<file path="config.mk">
export PLATFORM = sky130hd
export DESIGN_NAME = dspc_regs
export DESIGN_NICKNAME = d
export VERILOG_FILES = /design/src/hw/rtl/depth_scan_to_point_cloud_assert.svh /design/src/hw/rtl/dspc_pkg.sv /design/src/hw/rtl/dspc_regs.sv
export SDC_FILE = /design/constraint.sdc
export NUM_CORES = 1
export LEC_CHECK = 0
export BUFFER_PORTS_ARGS = -buffer_cell sky130_fd_sc_hd__buf_2
export CAP_MARGIN = 10
export CORE_MARGIN = 2
export CORE_UTILIZATION = 35
export CTS_CLUSTER_SIZE = 8
export DETAILED_ROUTE_END_ITERATION = 6
export MAX_ROUTING_LAYER = met4
export PLACE_DENSITY_LB_ADDON = 0.25
export REMOVE_ABC_BUFFERS = 1
export SETUP_SLACK_MARGIN = 0.05
export SLEW_MARGIN = 15
export SYNTH_ARGS = -nofsm -noshare
export SYNTH_HDL_FRONTEND = slang
export SYNTH_SLANG_ARGS = --single-unit
</file>
<file path="constraint.sdc">
create_clock -name clk -period 3.5 [get_ports clk]
set_clock_uncertainty 0.2 [all_clocks]
set_input_delay 0.175 -clock clk [delete_from_list [all_inputs] [get_ports clk]]
set_output_delay 0.175 -clock clk [all_outputs]
set_load 0.02 [all_outputs]
</file>
<file path="src/hw/rtl/depth_scan_to_point_cloud_assert.svh">
// ---------------------------------------------------------------------------
// depth_scan_to_point_cloud assertion macros
// Shorthand for the concurrent checks of the point cloud converter. Every
// check is clocked on clk and disabled while rst_n is low.
// ---------------------------------------------------------------------------
`ifndef DEPTH_SCAN_TO_POINT_CLOUD_ASSERT_SVH
`define DEPTH_SCAN_TO_POINT_CLOUD_ASSERT_SVH

// The expression holds at every clock edge.
`define DSPC_ASSERT_ALWAYS(lbl, expr, msg) \
    lbl: assert property (@(posedge clk) disable iff (!rst_n) (expr)) else $error(msg);

// When the antecedent holds, the consequent holds at the same edge.
`define DSPC_ASSERT_SAME(lbl, ante, cons, msg) \
    lbl: assert property (@(posedge clk) disable iff (!rst_n) (ante) |-> (cons)) \
        else $error(msg);

// When the antecedent holds, the consequent holds at the next edge.
`define DSPC_ASSERT_NEXT(lbl, ante, cons, msg) \
    lbl: assert property (@(posedge clk) disable iff (!rst_n) (ante) |=> (cons)) \
        else $error(msg);

`endif

</file>
<file path="src/hw/rtl/dspc_pkg.sv">
// ===========================================================================
// dspc_pkg
// Types, constants and helper functions shared by the depth scan to point
// cloud converter.
// ===========================================================================
`default_nettype none

package dspc_pkg;

    // Scan geometry limits and angle resolution.
    localparam int MAX_YAW    = 1024;
    localparam int MAX_PITCH  = 1024;
    localparam int ANGLE_BITS = 16;

    // Field widths.
    localparam int COUNT_W   = 11;
    localparam int ANGLE_W   = 16;
    localparam int RANGE_W   = 32;
    localparam int COORD_W   = 33;
    localparam int TOTAL_W   = 21;
    localparam int DATA_W    = 32;
    localparam int ADDR_W    = 5;

    // Grid position widths.
    localparam int YAW_POS_W   = (MAX_YAW > 1) ? $clog2(MAX_YAW) : 1;
    localparam int PITCH_POS_W = (MAX_PITCH > 1) ? $clog2(MAX_PITCH) : 1;
    localparam int POS_MAX_W   = (YAW_POS_W > PITCH_POS_W) ? YAW_POS_W : PITCH_POS_W;
    localparam int CMP_W       = ((COUNT_W > POS_MAX_W) ? COUNT_W : POS_MAX_W) + 2;
    localparam int SUM_W       = ANGLE_W + POS_MAX_W + 1;

    // Rotation datapath.
    localparam int GUARD_BITS   = 16;
    localparam int CORDIC_STEPS = 32;
    localparam int STEP_W       = $clog2(CORDIC_STEPS);
    localparam int TURN_W       = 32;
    localparam int ATAN_W       = 30;
    localparam int MAG_W        = 50;
    localparam int HALF_W       = MAG_W / 2;
    localparam int KINV_W       = 32;
    localparam int PROD_W       = HALF_W + KINV_W;
    localparam int ACC_W        = MAG_W + KINV_W;
    localparam int VEC_W        = MAG_W + 2;
    localparam int ZW           = TURN_W + 2;

    // Reciprocal of the rotation gain, scaled by 2^32.
    localparam logic [KINV_W-1:0] KINV = 32'd2608131496;

    // Saturation bounds of a coordinate, held at the vector width.
    localparam logic signed [VEC_W-1:0] COORD_HI =
        {{(VEC_W-COORD_W+1){1'b0}}, {(COORD_W-1){1'b1}}};
    localparam logic signed [VEC_W-1:0] COORD_LO =
        {{(VEC_W-COORD_W+1){1'b1}}, {(COORD_W-1){1'b0}}};

    typedef enum logic [1:0] {
        CLS_VALID = 2'd0,
        CLS_CLOSE = 2'd1,
        CLS_FAR   = 2'd2,
        CLS_ERROR = 2'd3
    } class_t;

    typedef enum logic [2:0] {
        REG_YAW_COUNT   = 3'd0,
        REG_PITCH_COUNT = 3'd1,
        REG_YAW_START   = 3'd2,
        REG_YAW_STEP    = 3'd3,
        REG_PITCH_START = 3'd4,
        REG_PITCH_STEP  = 3'd5
    } reg_idx_t;

    typedef enum logic [2:0] {
        ST_IDLE,
        ST_MUL_LO,
        ST_MUL_HI,
        ST_MUL_FIN,
        ST_ROT,
        ST_SWAP,
        ST_DONE
    } state_t;

    typedef struct packed {
        logic [COUNT_W-1:0] yaw_count;
        logic [COUNT_W-1:0] pitch_count;
        logic [ANGLE_W-1:0] yaw_start;
        logic [ANGLE_W-1:0] yaw_step;
        logic [ANGLE_W-1:0] pitch_start;
        logic [ANGLE_W-1:0] pitch_step;
    } dspc_cfg_t;

    // Arctangent of 2^-i in units of 2^-32 turn.
    function automatic logic [ATAN_W-1:0] atan_entry(input logic [STEP_W-1:0] i);
        logic [ATAN_W-1:0] a;
        begin
            case (i)
                5'd0:  a = 30'd536870912;
                5'd1:  a = 30'd316933406;
                5'd2:  a = 30'd167458907;
                5'd3:  a = 30'd85004756;
                5'd4:  a = 30'd42667331;
                5'd5:  a = 30'd21354465;
                5'd6:  a = 30'd10679838;
                5'd7:  a = 30'd5340245;
                5'd8:  a = 30'd2670163;
                5'd9:  a = 30'd1335087;
                5'd10: a = 30'd667544;
                5'd11: a = 30'd333772;
                5'd12: a = 30'd166886;
                5'd13: a = 30'd83443;
                5'd14: a = 30'd41722;
                5'd15: a = 30'd20861;
                5'd16: a = 30'd10430;
                5'd17: a = 30'd5215;
                5'd18: a = 30'd2608;
                5'd19: a = 30'd1304;
                5'd20: a = 30'd652;
                5'd21: a = 30'd326;
                5'd22: a = 30'd163;
                5'd23: a = 30'd81;
                5'd24: a = 30'd41;
                5'd25: a = 30'd20;
                5'd26: a = 30'd10;
                5'd27: a = 30'd5;
                5'd28: a = 30'd3;
                5'd29: a = 30'd1;
                5'd30: a = 30'd1;
                default: a = 30'd0;
            endcase
            return a;
        end
    endfunction

    // Drops the guard bits with rounding and saturates to the coordinate range.
    function automatic logic signed [COORD_W-1:0] finish_coord(
        input logic signed [VEC_W-1:0] v
    );
        logic signed [VEC_W-1:0] r;
        logic signed [VEC_W-1:0] half;
        begin
            half = $signed(VEC_W'(1) << (GUARD_BITS - 1));
            r    = (v + half) >>> GUARD_BITS;
            if (r > COORD_HI) begin
                r = COORD_HI;
            end
            else if (r < COORD_LO) begin
                r = COORD_LO;
            end
            return r[COORD_W-1:0];
        end
    endfunction

endpackage

`default_nettype wire

</file>
<file path="src/hw/rtl/dspc_regs.sv">
// ===========================================================================
// dspc_regs
// APB register file holding the scan geometry: counts, start angles and
// angle steps.
// ===========================================================================
`default_nettype none

module dspc_regs
    import dspc_pkg::*;
(
    input  logic              clk,
    input  logic              rst_n,
    input  logic              psel,
    input  logic              penable,
    input  logic              pwrite,
    input  logic [ADDR_W-1:0] paddr,
    input  logic [DATA_W-1:0] pwdata,
    output logic [DATA_W-1:0] prdata,
    output logic              pready,
    output dspc_cfg_t         cfg
);

    dspc_cfg_t cfg_reg;
    reg_idx_t  idx;
    logic      wr_en;

    assign pready = 1'b1;
    assign idx    = reg_idx_t'(paddr[ADDR_W-1:2]);
    assign wr_en  = psel && penable && pwrite;
    assign cfg    = cfg_reg;

    always_ff @(posedge clk or negedge rst_n)
    begin
        if (!rst_n)
        begin
            cfg_reg.yaw_count   <= COUNT_W'(1024);
            cfg_reg.pitch_count <= COUNT_W'(1);
            cfg_reg.yaw_start   <= '0;
            cfg_reg.yaw_step    <= ANGLE_W'(64);
            cfg_reg.pitch_start <= '0;
            cfg_reg.pitch_step  <= ANGLE_W'(64);
        end
        else if (wr_en)
        begin
            case (idx)
                REG_YAW_COUNT:   cfg_reg.yaw_count   <= pwdata[COUNT_W-1:0];
                REG_PITCH_COUNT: cfg_reg.pitch_count <= pwdata[COUNT_W-1:0];
                REG_YAW_START:   cfg_reg.yaw_start   <= pwdata[ANGLE_W-1:0];
                REG_YAW_STEP:    cfg_reg.yaw_step    <= pwdata[ANGLE_W-1:0];
                REG_PITCH_START: cfg_reg.pitch_start <= pwdata[ANGLE_W-1:0];
                REG_PITCH_STEP:  cfg_reg.pitch_step  <= pwdata[ANGLE_W-1:0];
                default:         ;
            endcase
        end
    end

    always_comb
    begin
        case (idx)
            REG_YAW_COUNT:   prdata = DATA_W'(cfg_reg.yaw_count);
            REG_PITCH_COUNT: prdata = DATA_W'(cfg_reg.pitch_count);
            REG_YAW_START:   prdata = DATA_W'(cfg_reg.yaw_start);
            REG_YAW_STEP:    prdata = DATA_W'(cfg_reg.yaw_step);
            REG_PITCH_START: prdata = DATA_W'(cfg_reg.pitch_start);
            REG_PITCH_STEP:  prdata = DATA_W'(cfg_reg.pitch_step);
            default:         prdata = '0;
        endcase
    end

endmodule

`default_nettype wire
</file>
# ---- Word-level counts from Yosys, hierarchy flattened
# Cells that the tools add are included.
dict set report word_totals {
  output_inout_bits 119
  ff_bits 86
}
dict set report classes {
  muxes 1
  eq_ne 5
  reduce_logical 9
}
# op count
set op_table {}
lappend op_table {{$pmux W16 S6} 1}
lappend op_table {{$reduce_and A2 Y1} 6}
lappend op_table {{$eq A3 B2 Y1 const B} 2}
lappend op_table {{$eq A3 B3 Y1 const B} 2}
lappend op_table {{$eq A3 B1 Y1 const B} 1}
lappend op_table {{$logic_not A3 Y1} 1}
lappend op_table {{$logic_and A1 B1 Y1} 2}

# ---- Depth between registers and ports, before layout
# Gate-level depths: netlist of the first run.
dict set report depth {
  ltp_word 3
  ltp_mapped 5
  mapped_depth_nobuf 3
}

# ---- Worst setup path before layout of the first run
# OpenSTA, ideal clock, no wires.
dict set report synth_path {
  path_kind {input port to output port}
  start {input paddr[2]}
  end {output prdata[4]}
  path_buffers 3
  cell_stages 5
  required_time_ns 3.125
  setup_slack_ns 1.939
  arrival_ns 1.186
  cell_sequence {buf_6 buf_4 buf_4 mux2i_1 o221ai_1}
}
dict set report synth_via {
  elab_chain_len 2
  elab_cells_between_ends 7
  classes_between {eq/ne: 5; mux: 1; reduce/logical: 1}
}
# element line_no
set synth_lines {}
lappend synth_lines {{start, declared} dspc_regs.sv:16} ;# input logic [ADDR_W-1:0] paddr,
lappend synth_lines {{$eq A3 B3 Y1 (tied with other cells)} dspc_regs.sv:59} ;# case (idx)
lappend synth_lines {{$pmux W16 S6 (*)} dspc_regs.sv:59}
lappend synth_lines {{end, declared} dspc_regs.sv:18} ;# output logic [DATA_W-1:0] prdata,
# Mark *: on every way between the ends. The rest lies on a longest branch, timed or not.

# ---- Worst setup path in the final report of the first run
dict set report layout_path {
  start {input paddr[2]}
  end {output prdata[10]}
}
# Same word-level chain as after synthesis.

==> impl_metrics.toml, run 1 <==
[yosys]
syn_area_um2 = 4180
yosysSeqAreaShare_pct = 51.6
yosysWarnings = 0
netlist_instances = 297
syn_area_per_cell_um2 = 14.1
synth_cell_types = 31
synth-seq-cells = 86

[critical_path]
path_max_fanout = 23
worst_r2r_path_depth = 1
cp_common_cell = "buf_2"
r2r_start = "cfg[58]"
worstReg2RegEnd = "cfg[58]"
crit_path_cell_trace = "buf_2 > buf_4 > mux2i_1 > o21ai_0 > a221o_1 > buf_2"
crit_slowest_cell = "buf_2"
max_stage_delay_ps = 540
critPathRequiredTime_ps = 3120
worst-setup-path-type = "primary input to output port"
critical_path.startpoint_type = "primary input"
worstSetupEndpointType = "output port"
cp_top_family = "buffers and inverters"
crit_arrival_ps = 2010
r2r_slack_ps = 2490
cp_num_buf_inv = 3

[floorplanning]
die_width_um = 113
ios = 161
core-area_um2 = 11500
die_h_um = 113
start_util_pct = 36.3
dieArea_um2 = 12800
fp-row-count = 39

[place]
dp.cells = 550
pre_cts_ws_ps = 999
post-dp-hpwl_um = 7070
io_buffers = 125
place_congestion = 0.730

[clocking]
insertion_delay_ps = 330
cts_sinks = 86
cts_max_level = 3
clock-root-buffer = "clkbuf_16"
hold_buffers = 17
cts_buffers = 9
cts_resized = 0
clockBufferDepth = 2
postCtsSetupBuffers = 0
clk_pin_slew_worst_paths_ps = 60
cts_tree = "done"

[drt]
drc = 13
wl_per_cell_um = 18.7
finalWirelength_um = 10900
ant_nets = 0
firstDrtPassIters = 6
viasPerCell = 5.01
vias = 2922
drt_iter0_markers = 108

[timing]
hold_violations = 0
final.setup.tns_ps = 0
slew_violations = 0
holdWs_ps = 264
period_minus_slack_ps = 2380
rsz0062_at_grt = "false"
period_share_pct = 68.0
worst_pin_slew_ps = 789
fin_ws_ps = 1120
slew_headroom_pct = 47.4
fmax_mhz = 420
setup_violations = 0

[layout]
largest_reg_flops = 86
syn_to_final_growth_pct = 27.2
nets = 477
drive_gt1_share_pct = 55.5
nFillCells = 1059
instances_no_fill = 583
diodes = 0

[global_route]
grt_antenna_before_repair = 0
grt_pass1_wl_um = 16600
grt_pass1_vias = 2954
grt_max_degree = 87
grt.overflow.total = 0
track_usage_pct = 17.8

[outcome]
status = "complete, but fails checks"
violations = "DRC"

[job]
drv_cap = 0

[power]
power_density_nw_per_um2 = 630
vdd_drop_max_mv = 0.322
leakage_uw = 0.00270

[min_path]
hold_class = "primary input to async pin"
[layout make-up]
class | instances | area [µm²] | area share, %
Sequential cell | 86 | 2160 | 40.6
Multi-Input combinational cell | 191 | 1810 | 34.1
Timing Repair Buffer | 146 | 832 | 15.7
Clock buffer | 12 | 236 | 4.45
Tap cell | 143 | 179 | 3.37
Clock inverter | 4 | 95.1 | 1.79
Inverter | 1 | 3.75 | 0.0706
[where the power goes]
part / total [µW] / switching [µW] / internal [µW]
clock: 1070 / 375 / 697
sequential: 1340 / 143 / 1200
combinational: 937 / 553 / 384
total: 3350 / 1070 / 2280
[stage by stage]
step	util (%)	area [µm²]	power (µW)
global route	46.1	5310	3520
finish	46.1	5310	3350
detailed placement	41.8	4810	2290
CTS	46.1	5310	3390
global placement	41.8	4810	2270
floorplan	-	3970	1910
[layout by cell type, fill, tap and decap left out, drive strengths merged, types with 4 or more instances in the layout]
| cell type | synthesis | final |
|---|---|---|
| clkbuf | 2 | 12 |
| dfrtp | 82 | 82 |
| mux2i | 31 | 31 |
| o22ai | 5 | 5 |
| dlygate4sd3 | 0 | 17 |
| dfstp | 4 | 4 |
| or3 | 5 | 5 |
| conb | 2 | 17 |
| nand2 | 6 | 6 |
| mux2 | 92 | 92 |
| buf | 32 | 129 |
| nor2 | 8 | 8 |
| o221ai | 5 | 5 |
[cell families after synthesis]
kind of cell	synth area share (%)
and+or+nand+nor	5.63
muxes	32.2
other	0.180
DFF	51.6
AOI/OAI and AO/OA	3.95
buffers and inverters	6.35
[Yosys cell counts]
library cell	count	share of area (%)
nand3_1	3	0.36
nor2_8	2	0.96
dfrtp_1	82	49
nand4_2	1	0.30
nand2b_1	1	0.15
o22ai_1	5	0.75
clkbuf_1	2	0.18
nand2b_4	1	0.33
conb_1	2	0.18
buf_2	2	0.24
or3_1	5	0.75
a221o_1	3	0.72
o21ai_0	3	0.36
nor3_4	1	0.39
a221oi_1	3	0.63
o221ai_1	5	1.0
a31oi_1	3	0.45
nor3_2	1	0.24
nor2b_1	1	0.15
clkinv_1	1	0.090
dfstp_2	4	2.5
mux2i_1	31	7.4
buf_1	1	0.090
nor2_1	4	0.36
nand4b_4	1	0.57
nand2_1	6	0.54
mux2_2	89	24
nor2_4	2	0.54
buf_6	6	1.6
buf_4	23	4.1
mux2_1	3	0.81
[how the worst max path moves through the flow]
stage              from    endpoint  slack (ps)  cells after the start
3_5_place_dp   paddr[2]     cfg[65]        1000                      5
2_1_floorplan  paddr[3]      cfg[0]        1820                      3
6_report       paddr[2]  prdata[10]        1120                      6
4_1_cts        paddr[2]  prdata[10]        1110                      6
3_3_place_gp   paddr[2]     cfg[66]        1010                      5
5_1_grt        paddr[2]  prdata[10]         980                      6
[routing by layer]
layer / part of all wire (%) / up-vias / global-route usage (%)
met5: 0 / - / -
met4: 0.85 / 0 / 4.88
met3: 6.5 / 8 / 5.52
met2: 48 / 108 / 27.7
met1: 45 / 1480 / 22.6
li1: - / 1326 / -
(Power assumes the default switching activity.)
==> run 2: changes to the inputs <==
clock period = 2.4 ns   (was 3.5 ns; I/O delays follow)
==> impl_metrics.toml, run 2 (same netlist as run 1, synthesis figures left out) <==
[outcome]
status = "complete, but fails checks"
violations = "DRC"

[power]
power_frac_clock_pct = 29.4
switching_share_pct = 33.8
power_density_nw_per_um2 = 878
seq_power_share_pct = 41.5
fin_total_pwr_uw = 4710
p_comb_share_pct = 29.1
leakage_uw = 0.00274
vdd_drop_max_mv = 0.394
internal_power_uw = 3120
p_switching_uw = 1590

[floorplanning]
ios = 161
fp-row-count = 39
core-area_um2 = 11500
dieArea_um2 = 12800
start_util_pct = 36.3
die_width_um = 113
die_h_um = 113

[drt]
ant_nets = 0
firstDrtPassIters = 6
viasPerCell = 5.01
vias = 2966
drt_iter0_markers = 83
drc = 13
finalWirelength_um = 10800
wl_per_cell_um = 18.2

[layout]
diodes = 0
instances_no_fill = 592
nets = 486
drive_gt1_share_pct = 57.0
final_common_cell = "buf_2"
layout_common_cells = "124 x buf_2, 89 x mux2_2, 82 x dfrtp_1, 31 x mux2i_1"
syn_to_final_growth_pct = 28.6
design_area_um2 = 5370
largest_reg_flops = 86

[timing]
setup_violations = 0
hold_violations = 0
fmax_mhz = 554
worst_pin_slew_ps = 621
slew_headroom_pct = 58.6
final.setup.tns_ps = 0
rsz0062_at_grt = "false"
period_minus_slack_ps = 1800
slew_violations = 0
period_share_pct = 75.2

[place]
place_congestion = 0.736
dp.cells = 559
io_buffers = 125
placed_area_um2 = 4900
post-dp-hpwl_um = 7460

[global_route]
grt.overflow.total = 0
grt_max_degree = 48
grt_antenna_before_repair = 0
grt_pass1_wl_um = 16600
track_usage_pct = 17.4
grt_pass1_vias = 2949

[critical_path]
critical_path.startpoint_type = "flop"
cp_top_family = "flip-flops"
worst_r2r_path_depth = 1
cp_num_buf_inv = 1
crit_path_cell_trace = "mux2_2 > a221oi_1 > a31oi_1 > buf_2"
critPathRequiredTime_ps = 2080
worstSetupEndpointType = "output port"
worst-setup-path-type = "flop to output port"
crit_slowest_cell = "dfrtp_1"
cp_num_cells = 4
max_stage_delay_ps = 390
path_max_fanout = 3
crit_arrival_ps = 1480

[min_path]
hold_class = "primary input to async pin"

[clocking]
cts_buffers = 9
clock-root-buffer = "clkbuf_16"
cts_sinks = 86
cts_tree = "done"
clockBufferDepth = 2
cts_max_level = 3
insertion_delay_ps = 330
postCtsSetupBuffers = 0
clk_pin_slew_worst_paths_ps = 70
cts_resized = 0

[job]
drv_cap = 0
run 2: path summary, 6_finish.rpt:
check | from | end | slack, ps
setup / recovery | cfg[50] | prdata[2] | 600
hold / removal | rst_n | cfg[16] | 150
setup reg to reg | cfg[57] | cfg[57] | 1390
hold reg to reg | cfg[72] | cfg[72] | 330
max in group asynchronous | rst_n | cfg[6] | 1140
min in group clk | pwrite | cfg[5] | 210
run 2: power by group through the flow:
stage / clock network [µW] / registers, µW / logic (µW)
6_report: 1390 / 1960 / 1370
5_1_grt: 1490 / 2000 / 1470
2_1_floorplan: 0 / 2310 / 485
3_3_place_gp: 0 / 1960 / 1350
4_1_cts: 1430 / 1960 / 1390
3_5_place_dp: 0 / 1980 / 1370
run 2: through the flow:
stage                     hold WS, ps  utilization (%)  worst slack [ps]
after floorplan                  -376                -               774
after global placement          -28.1             42.6               545
after detailed placement        -20.5             42.6               536
after CTS                         160             46.6               570
after global routing              206             46.6               378
final                             153             46.6               596
run 2: metal layers:
metal	global-route usage, %	part of all wire (%)
met1	22.8	45
met2	27.5	47
met3	4.82	7.3
met4	3.50	0.60
met5	-	0
run 2: area by class of cell:
type / instances / area, µm²
Inverter: 1 / 3.75
Clock inverter: 7 / 73.8
Tap cell: 143 / 179
Fill cell: 1069 / 6150
Clock buffer: 9 / 225
Sequential cell: 86 / 2160
Multi-Input combinational cell: 191 / 1810
Timing Repair Buffer: 155 / 921
run 2: what timing repair did:
action,CTS,global route
endpoints found under the setup margin,0,0
hold buffers,17,0
endpoints found under the hold margin,132,0
